<file path="src/hdl/bhpq_pkg.sv">
// Shared command and status codes and the heap ordering function for the priority queue.
package bhpq_pkg;

  // Command codes carried in the low bits of the request data.
  localparam logic [2:0] CMD_INSERT  = 3'd0;
  localparam logic [2:0] CMD_EXTRACT = 3'd1;
  localparam logic [2:0] CMD_PEEK    = 3'd2;
  localparam logic [2:0] CMD_DELETE  = 3'd3;
  localparam logic [2:0] CMD_SEARCH  = 3'd4;

  // Status codes returned with every response.
  localparam logic [1:0] ST_OK       = 2'd0;
  localparam logic [1:0] ST_EMPTY    = 2'd1;
  localparam logic [1:0] ST_FULL     = 2'd2;
  localparam logic [1:0] ST_NOTFOUND = 2'd3;

  // Fixed field widths of the request and response.
  localparam int unsigned KEY_W    = 32;
  localparam int unsigned CMD_W    = 3;
  localparam int unsigned STATUS_W = 2;

  typedef logic signed [KEY_W-1:0] key_t;

  // True when key a belongs nearer the root than key b.
  function automatic logic ahead(input key_t a, input key_t b, input logic max_mode);
    ahead = max_mode ? (a > b) : (a < b);
  endfunction

endpackage

</file>
<file path="src/hdl/bhpq_ram.sv">
// Generic single-write, single-read RAM with a registered read port.
module bhpq_ram #(
  parameter int unsigned WIDTH = 32,
  parameter int unsigned DEPTH = 64
) (
  input  logic                     clk,
  input  logic                     we,
  input  logic [$clog2(DEPTH)-1:0] waddr,
  input  logic [WIDTH-1:0]         wdata,
  input  logic [$clog2(DEPTH)-1:0] raddr,
  output logic [WIDTH-1:0]         rdata
);

  logic [WIDTH-1:0] mem [DEPTH];

  // Write port and registered read port.
  always_ff @(posedge clk) begin
    if (we) begin
      mem[waddr] <= wdata;
    end
    rdata <= mem[raddr];
  end

endmodule

</file>
<file path="src/hdl/binary_heap_priority_queue.sv">
// Top level of the binary heap priority queue: sequencer, shared comparator and key store.
//
// Channel  Direction  Signals                        Contents
// s_*      in         s_tvalid s_tready s_tdata      command and key request
// m_*      out        m_tvalid m_tready m_tdata      root key, status and count
// cfg_*    in         cfg_valid cfg_ready cfg_data   max_mode register write
//
// Insert climbs a level at a time; peek reads the root; extract sifts down a level at a time,
// or ends early with one key held. Delete and search scan slot by slot up to the match; delete
// then moves the last key up or down as extract. A max_mode write rebuilds the heap by sifting
// down each of the count/2 internal slots. All of these steps share the one read port and the
// one shared comparator.
// Reset clears the count and sets max-heap mode; the key store is not cleared. A new request
// is taken while an earlier response waits; a finished response holds until it can load.
module binary_heap_priority_queue #(
  parameter int unsigned CAPACITY = 64
) (
  input  logic                    clk,
  input  logic                    rst,
  // Fields from bit 0: command[2:0], value[34:3], zero padding.
  input  logic                    s_tvalid,
  output logic                    s_tready,
  input  logic [39:0]             s_tdata,
  // Fields from bit 0: result_value[31:0], status[33:32], count, zero padding.
  output logic                    m_tvalid,
  input  logic                    m_tready,
  output logic [(((34 + $clog2(CAPACITY + 1)) + 7) / 8) * 8 - 1:0] m_tdata,
  // Write data: max_mode.
  input  logic                    cfg_valid,
  output logic                    cfg_ready,
  input  logic                    cfg_data
);

  localparam int unsigned AW    = $clog2(CAPACITY);
  localparam int unsigned CNT_W = $clog2(CAPACITY + 1);
  localparam int unsigned OUT_W = ((34 + CNT_W + 7) / 8) * 8;

  typedef enum logic [14:0] {
    S_IDLE     = 15'b000000000000001,
    S_SCAN_RD  = 15'b000000000000010,
    S_SCAN_CMP = 15'b000000000000100,
    S_ROOT_RD  = 15'b000000000001000,
    S_ROOT_GET = 15'b000000000010000,
    S_LAST_RD  = 15'b000000000100000,
    S_LAST_GET = 15'b000000001000000,
    S_UP_RD    = 15'b000000010000000,
    S_UP_CMP   = 15'b000000100000000,
    S_DN_L     = 15'b000001000000000,
    S_DN_R     = 15'b000010000000000,
    S_DN_CMP   = 15'b000100000000000,
    S_HEAP_RD  = 15'b001000000000000,
    S_HEAP_GET = 15'b010000000000000,
    S_RESP     = 15'b100000000000000
  } state_t;

  state_t                state;
  logic [CNT_W-1:0]      elem_count;
  logic                  max_mode;
  logic [2:0]            cmd;
  bhpq_pkg::key_t        val;
  bhpq_pkg::key_t        cur_key;
  bhpq_pkg::key_t        best_key;
  logic [AW-1:0]         best_idx;
  logic [AW-1:0]         hole;
  logic [AW-1:0]         scan_idx;
  logic [CNT_W-1:0]      heap_idx;
  logic                  up_only;
  logic                  heap_mode;
  bhpq_pkg::key_t        res_key;
  logic [1:0]            res_status;
  logic [OUT_W-1:0]      out_word;

  logic                  mem_we;
  logic [AW-1:0]         mem_waddr;
  bhpq_pkg::key_t        mem_wdata;
  logic [AW-1:0]         mem_raddr;
  logic [31:0]           mem_rdata;
  bhpq_pkg::key_t        rd_key;

  bhpq_pkg::key_t        cmp_a;
  bhpq_pkg::key_t        cmp_b;
  logic                  cmp_ahead;

  logic [AW+1:0]         l_idx;
  logic [AW+1:0]         r_idx;
  logic [AW+1:0]         count_ext;
  logic [AW-1:0]         hole_m1;
  logic [AW-1:0]         par_idx;
  logic                  l_ok;
  logic                  r_ok;
  logic                  take_r;
  logic [AW-1:0]         fin_idx;
  bhpq_pkg::key_t        fin_key;
  logic                  full;
  logic                  scan_last;

  // Key store.
  bhpq_ram #(
    .WIDTH (bhpq_pkg::KEY_W),
    .DEPTH (CAPACITY)
  ) u_key_store (
    .clk   (clk),
    .we    (mem_we),
    .waddr (mem_waddr),
    .wdata (mem_wdata),
    .raddr (mem_raddr),
    .rdata (mem_rdata)
  );

  assign rd_key = bhpq_pkg::key_t'(mem_rdata);

  // Heap index arithmetic around the current hole.
  assign l_idx     = {1'b0, hole, 1'b1};
  assign r_idx     = l_idx + (AW + 2)'(1);
  assign count_ext = (AW + 2)'(elem_count);
  assign l_ok      = l_idx < count_ext;
  assign r_ok      = r_idx < count_ext;
  assign hole_m1   = hole - AW'(1);
  assign par_idx   = hole_m1 >> 1;
  assign full      = elem_count == CNT_W'(CAPACITY);
  assign scan_last = (CNT_W'(scan_idx) + CNT_W'(1)) >= elem_count;

  // Shared key comparator; its operands follow the sequencer state.
  always_comb begin
    cmp_a = cur_key;
    cmp_b = rd_key;
    unique case (state)
      S_DN_R: begin
        cmp_a = rd_key;
        cmp_b = cur_key;
      end
      S_DN_CMP: begin
        cmp_a = rd_key;
        cmp_b = best_key;
      end
      default: begin
        cmp_a = cur_key;
        cmp_b = rd_key;
      end
    endcase
  end

  assign cmp_ahead = bhpq_pkg::ahead(cmp_a, cmp_b, max_mode);

  // Pick of the sift-down step once both children have been compared.
  assign take_r  = r_ok && cmp_ahead;
  assign fin_idx = take_r ? AW'(r_idx) : best_idx;
  assign fin_key = take_r ? rd_key : best_key;

  // Key store read and write control.
  always_comb begin
    mem_we    = 1'b0;
    mem_waddr = hole;
    mem_wdata = cur_key;
    mem_raddr = hole;
    unique case (state)
      S_SCAN_RD: begin
        mem_raddr = scan_idx;
      end
      S_ROOT_RD: begin
        mem_raddr = '0;
      end
      S_LAST_RD: begin
        mem_raddr = AW'(elem_count - CNT_W'(1));
      end
      S_UP_RD: begin
        mem_raddr = par_idx;
        mem_we    = (hole == '0) && up_only;
      end
      S_UP_CMP: begin
        if (cmp_ahead) begin
          mem_we    = 1'b1;
          mem_wdata = rd_key;
        end else begin
          mem_we = up_only;
        end
      end
      S_DN_L: begin
        mem_raddr = AW'(l_idx);
        mem_we    = !l_ok;
      end
      S_DN_R: begin
        mem_raddr = AW'(r_idx);
      end
      S_DN_CMP: begin
        mem_we = 1'b1;
        if (fin_idx != hole) begin
          mem_wdata = fin_key;
        end
      end
      S_HEAP_RD: begin
        mem_raddr = AW'(heap_idx - CNT_W'(1));
      end
      default: begin
        mem_we = 1'b0;
      end
    endcase
  end

  assign s_tready = (state == S_IDLE) && !cfg_valid;
  assign cfg_ready = state == S_IDLE;
  assign m_tdata  = out_word;

  // Sequencer and datapath registers.
  always_ff @(posedge clk) begin
    if (rst) begin
      state      <= S_IDLE;
      elem_count <= '0;
      max_mode   <= 1'b1;
      heap_mode  <= 1'b0;
      m_tvalid   <= 1'b0;
    end else begin
      // A taken response clears the output unless a new one loads in the same cycle.
      if (m_tvalid && m_tready && (state != S_RESP)) begin
        m_tvalid <= 1'b0;
      end
      unique case (state)
        S_IDLE: begin
          if (cfg_valid) begin
            max_mode  <= cfg_data;
            heap_idx  <= elem_count >> 1;
            heap_mode <= 1'b1;
            state     <= S_HEAP_RD;
          end else if (s_tvalid) begin
            cmd        <= s_tdata[2:0];
            val        <= bhpq_pkg::key_t'(s_tdata[34:3]);
            res_key    <= '0;
            res_status <= bhpq_pkg::ST_OK;
            heap_mode  <= 1'b0;
            case (s_tdata[2:0]) inside
              bhpq_pkg::CMD_INSERT: begin
                if (full) begin
                  res_status <= bhpq_pkg::ST_FULL;
                  state      <= S_RESP;
                end else begin
                  hole       <= AW'(elem_count);
                  cur_key    <= bhpq_pkg::key_t'(s_tdata[34:3]);
                  elem_count <= elem_count + CNT_W'(1);
                  up_only    <= 1'b1;
                  state      <= S_UP_RD;
                end
              end
              bhpq_pkg::CMD_EXTRACT, bhpq_pkg::CMD_PEEK: begin
                if (elem_count == '0) begin
                  res_status <= bhpq_pkg::ST_EMPTY;
                  state      <= S_RESP;
                end else begin
                  state <= S_ROOT_RD;
                end
              end
              bhpq_pkg::CMD_DELETE, bhpq_pkg::CMD_SEARCH: begin
                if (elem_count == '0) begin
                  res_status <= bhpq_pkg::ST_NOTFOUND;
                  state      <= S_RESP;
                end else begin
                  scan_idx <= '0;
                  state    <= S_SCAN_RD;
                end
              end
              default: begin
                state <= S_RESP;
              end
            endcase
          end
        end

        S_SCAN_RD: begin
          state <= S_SCAN_CMP;
        end

        // Linear search for the first slot holding the requested key.
        S_SCAN_CMP: begin
          if (rd_key == val) begin
            if (cmd == bhpq_pkg::CMD_DELETE) begin
              hole  <= scan_idx;
              state <= S_LAST_RD;
            end else begin
              state <= S_RESP;
            end
          end else if (scan_last) begin
            res_status <= bhpq_pkg::ST_NOTFOUND;
            state      <= S_RESP;
          end else begin
            scan_idx <= scan_idx + AW'(1);
            state    <= S_SCAN_RD;
          end
        end

        S_ROOT_RD: begin
          state <= S_ROOT_GET;
        end

        S_ROOT_GET: begin
          res_key <= rd_key;
          if (cmd == bhpq_pkg::CMD_PEEK) begin
            state <= S_RESP;
          end else begin
            hole  <= '0;
            state <= S_LAST_RD;
          end
        end

        S_LAST_RD: begin
          state <= S_LAST_GET;
        end

        // The last key moves into the freed slot unless the freed slot was the last.
        S_LAST_GET: begin
          cur_key    <= rd_key;
          elem_count <= elem_count - CNT_W'(1);
          up_only    <= 1'b0;
          if (CNT_W'(hole) < (elem_count - CNT_W'(1))) begin
            state <= S_UP_RD;
          end else begin
            state <= S_RESP;
          end
        end

        // Sift up: the root ends the climb.
        S_UP_RD: begin
          if (hole == '0) begin
            if (up_only) begin
              state <= heap_mode ? S_HEAP_RD : S_RESP;
            end else begin
              state <= S_DN_L;
            end
          end else begin
            state <= S_UP_CMP;
          end
        end

        // A parent that loses moves down into the hole; once moved, no sift-down follows.
        S_UP_CMP: begin
          if (cmp_ahead) begin
            hole    <= par_idx;
            up_only <= 1'b1;
            state   <= S_UP_RD;
          end else if (up_only) begin
            state <= heap_mode ? S_HEAP_RD : S_RESP;
          end else begin
            state <= S_DN_L;
          end
        end

        // Sift down: a hole with no children takes the carried key.
        S_DN_L: begin
          if (!l_ok) begin
            state <= heap_mode ? S_HEAP_RD : S_RESP;
          end else begin
            state <= S_DN_R;
          end
        end

        S_DN_R: begin
          if (cmp_ahead) begin
            best_key <= rd_key;
            best_idx <= AW'(l_idx);
          end else begin
            best_key <= cur_key;
            best_idx <= hole;
          end
          state <= S_DN_CMP;
        end

        S_DN_CMP: begin
          if (fin_idx == hole) begin
            state <= heap_mode ? S_HEAP_RD : S_RESP;
          end else begin
            hole  <= fin_idx;
            state <= S_DN_L;
          end
        end

        // Bottom-up rebuild after a mode change, one internal slot at a time.
        S_HEAP_RD: begin
          if (heap_idx == '0) begin
            heap_mode <= 1'b0;
            state     <= S_IDLE;
          end else begin
            state <= S_HEAP_GET;
          end
        end

        S_HEAP_GET: begin
          cur_key  <= rd_key;
          hole     <= AW'(heap_idx - CNT_W'(1));
          heap_idx <= heap_idx - CNT_W'(1);
          state    <= S_DN_L;
        end

        // Response waits here until the output register is free.
        S_RESP: begin
          if (!m_tvalid || m_tready) begin
            out_word <= OUT_W'({elem_count, res_status, res_key});
            m_tvalid <= 1'b1;
            state    <= S_IDLE;
          end
        end

        default: begin
          state <= S_IDLE;
        end
      endcase
    end
  end

  // The count never passes the capacity.
  a_count_bound: assert property (@(posedge clk) disable iff (rst)
    elem_count <= CNT_W'(CAPACITY))
    else $error("element count above capacity");

  // A full response is only given with the store at capacity.
  a_full_count: assert property (@(posedge clk) disable iff (rst)
    m_tvalid && (m_tdata[33:32] == bhpq_pkg::ST_FULL) |->
      (m_tdata[34 +: CNT_W] == CNT_W'(CAPACITY)))
    else $error("full status with spare room");

  // An empty response carries a zero key and a zero count.
  a_empty_resp: assert property (@(posedge clk) disable iff (rst)
    m_tvalid && (m_tdata[33:32] == bhpq_pkg::ST_EMPTY) |->
      (m_tdata[31:0] == '0) && (m_tdata[34 +: CNT_W] == '0))
    else $error("empty status with key or count");

  // An accepted insert with room grows the count by one in the next cycle.
  a_insert_grows: assert property (@(posedge clk) disable iff (rst)
    s_tvalid && s_tready && (s_tdata[2:0] == bhpq_pkg::CMD_INSERT) && !full |=>
      (elem_count == $past(elem_count) + CNT_W'(1)))
    else $error("insert did not grow the count");

endmodule
</file>
<file path="config.mk">
export PLATFORM = sky130hd
export DESIGN_NAME = binary_heap_priority_queue
export DESIGN_NICKNAME = d
export VERILOG_FILES = /design/src/hdl/bhpq_pkg.sv /design/src/hdl/bhpq_ram.sv /design/src/hdl/binary_heap_priority_queue.sv
export SDC_FILE = /design/constraint.sdc
export NUM_CORES = 2
export LEC_CHECK = 0
export ABC_AREA = 1
export BUFFER_PORTS_ARGS = -buffer_cell sky130_fd_sc_hd__buf_4
export CAP_MARGIN = 10
export CORE_UTILIZATION = 34
export CTS_CLUSTER_SIZE = 30
export DETAILED_ROUTE_END_ITERATION = 16
export GPL_ROUTABILITY_DRIVEN = 0
export HOLD_SLACK_MARGIN = 0.03
export SYNTH_ARGS = -nofsm -noshare
export SYNTH_HDL_FRONTEND = slang
export SYNTH_SLANG_ARGS = --single-unit
</file>
<file path="constraint.sdc">
create_clock -name clk -period 8.3 [get_ports clk]
set_clock_uncertainty 0.2 [all_clocks]
set_input_delay 0.83 -clock clk [delete_from_list [all_inputs] [get_ports clk]]
set_output_delay 0.83 -clock clk [all_outputs]
set_load 0.02 [all_outputs]
</file>
==> out/results.ini <==
[synth]
synth_seq_area_share_pct = 69.4
synth_edf_count = 2248
synth.ff_latch_count = 2305
ys.flop_type = edfxtp_1
synth-warning-count = 0
syn_avg_cell_area_um2 = 11.9
synth_area_mm2 = 0.0990
synth_top_cell_by_area = edfxtp_1
async_flop_share_pct = 0
synth_cells = 8308
synth_top_area_share_pct = 68.2
yosys-top-cells-area = edfxtp_1, o211ai_1, nand2_1, nand3_1, inv_1
synth_cell_types = 57

[die]
dieArea_mm2 = 0.293
die_w_um = 542
initial_core_util_pct = 34.3
rows = 197
ios = 97
dieHeight_um = 542
coreArea_mm2 = 0.289

[global_route]
antenna_found_initial = 9
grt_pass1_wl_mm = 408
grt_max_degree = 234
overflow = 0
track_usage_pct = 18.7
grt_pass1_vias = 61026

[critical_path]
path_max_fanout = 31
critPathArrivalTime_ps = 7660
reg2reg_depth = 33
reg2reg_slack_ps = 1010
path_delay_family = simple AND/OR/NAND/NOR gates
crit_buf_inv = 6
cp_common_cell = nand2_1
cp_slowest_cell = nand3b_1
worstSetupPathType = flop to flop
r2r-start = state[6]
endpoint_kind = flop
reg2reg_to = u_key_store.mem[40][29]
start_kind = flop
required_ps = 8670
cpPeakStageDelay_ps = 820

[worst_hold_path]
hold_path_depth = 3
hold_path_class = input pin to flop
min_from = cfg_valid
holdPathEnd = max_mode

[pwr]
p_sw_share_pct = 37.7
leakage_nw = 40.4
power_frac_seq_pct = 38.9
share_comb_of_total_power_pct = 32.8
share_clk_of_total_power_pct = 28.3
p_switching_mw = 13.5
power.density_mw_per_mm2 = 321
peakVddDrop_mv = 0.243
internal-power_mw = 22.3

[run]
drv_cap = 0

[cts]
cts.repair.resized = 0
cts-root-buf = clkbuf_16
clock_path_buffers = 3
numCtsBuffers = 228
cts_sinks = 2305
tritoncts = yes
path_clk_slew_ps = 60
htreeDepth = 4
clock_latency_ps = 900

[final_layout]
final_nets = 8465
multi_input_area_mm2 = 0.0236
mostFrequentLayoutCells = edfxtp_1, nand2_1, inv_1
mostFrequentLayoutCell = edfxtp_1
regArea_mm2 = 0.0686
utilization_pct = 38.7
fillers = 27287
stdcell_count = 12437
drive_gt1_share_pct = 8.84
area_growth_pct = 12.9

[route]
drtAntennaViolNets = 0
wirelength_mm = 280
drt_pass1_iterations = 7
via_per_inst = 5.24
drt_iter0_markers = 7630
drc = 0
wl_per_cell_um = 22.5
vias = 65199

[sta]
post-route-period-util_pct = 87.8
setup_violations = 0
maxSlewViolCount = 0
layout_min_cycle_time_ps = 7290
slew_headroom_pct = 26.1
hold_viol = 0
worstMarginPinSlew_ps = 1110
clock.fmax_mhz = 137
finalSetupTns_ps = 0
rsz0062_at_grt = no

[placed_design]
dp_hpwl_mm = 156
port_buffers = 84
dp.cells = 11967

[run_status]
status = completed

power by group through the flow:
stage,sequential (mW),clock [mW],combinational [mW]
CTS,13.9,10.3,11.7
finish,14.0,10.1,11.8
detailed placement,14.2,0,11.6
global route,14.0,10.7,12.7
floorplan,14.1,0,7.76
global placement,14.2,0,11.4
synthesized netlist by cell type (all sizes together) (5+ instances only):
| cell | number |
|---|---|
| a31oi | 8 |
| o21ai | 229 |
| o211ai | 980 |
| nand2 | 1422 |
| clkinv | 5 |
| inv | 1199 |
| nor3 | 35 |
| nand3 | 1014 |
| o2111ai | 9 |
| ha | 63 |
| clkbuf | 114 |
| a21oi | 49 |
| edfxtp | 2248 |
| xnor2 | 22 |
| buf | 397 |
| o22ai | 12 |
| a221oi | 37 |
| nor4 | 10 |
| dfxtp | 57 |
| nand4 | 25 |
| nand3b | 18 |
| nor2 | 298 |
| or2 | 11 |
| xor2 | 16 |
kinds of logic (layout without fill, tap and decap cells):
kind of cell	after synthesis	in the layout	share of synthesized area, %
and+or+nand+nor	2838	2838	12.4
DFF	2305	2305	69.4
adders and majority gates	63	63	0.797
other	1	11	0.00379
xor gates and xnor gates	38	38	0.336
AOI/OAI and AO/OA	1348	1348	9.59
buffers and inverters	1715	1954	7.46
how the worst max path moves through the flow:
stage,start,endpoint,depth (start not counted)
after CTS,state[6],u_key_store.mem[43][29],33
after global routing,state[6],u_key_store.mem[40][29],33
final,state[6],u_key_store.mem[40][29],33
after detailed placement,state[6],u_key_store.mem[7][29],33
after global placement,state[6],u_key_store.mem[6][29],33
after floorplan,state[6],u_key_store.mem[0][18],29
repair_timing:
item | 4_1_cts | 5_1_grt
setup buffers | 0 | 0
hold buffers | 37 | 0
hold endpoints to repair | 55 | 0
worst reg2reg max path, delay by kind of cell, from the launching register on:
family / cells / cell delay, ps
AOI/OAI and AO/OA: 1 / 70
adders and majority gates: 1 / 350
buffers and inverters: 6 / 1620
DFF: 1 / 340
and+or+nand+nor: 25 / 4370
layer usage:
layer	part of all wire, %	up-vias	track usage, %
li1	-	29678	-
met4	3.9	0	6.91
met5	0	-	0
met2	45	3043	29.5
met1	42	31998	25.8
met3	8.8	480	3.21
stage by stage:
stage	power, mW	hold WS [ps]	worst slack (ps)	area [um^2]
4_1_cts	35.9	34.9	1210	112000
6_report	35.9	89.0	1010	112000
3_5_place_dp	25.8	205	1250	104000
3_3_place_gp	25.6	204	1330	104000
5_1_grt	37.4	65.1	728	112000
2_1_floorplan	21.8	200	1890	99000
final cells by class:
type	count	share of cell area (%)
Inverter	1204	4.07
Antenna cell	4	0.00896
Clock inverter	135	1.13
Timing Repair Buffer	323	2.53
Clock buffer	292	5.39
Sequential cell	2305	61.4
Multi-Input combinational cell	4294	21.1
Tap cell	3880	4.34
registers in the layout, indices dropped and copies added, names as in the netlist:
signal,count
val,32
heap_mode,1
elem_count,7
best_idx,6
res_key,32
up_only,1
m_tvalid,1
u_key_store.mem,2048
m_tdata,41
cmd,3
res_status,2
heap_idx,7
state,15
max_mode,1
hole,6
scan_idx,6
u_key_store.rdata,32
best_key,32
cur_key,32
Power figures use the tool's default switching activity.
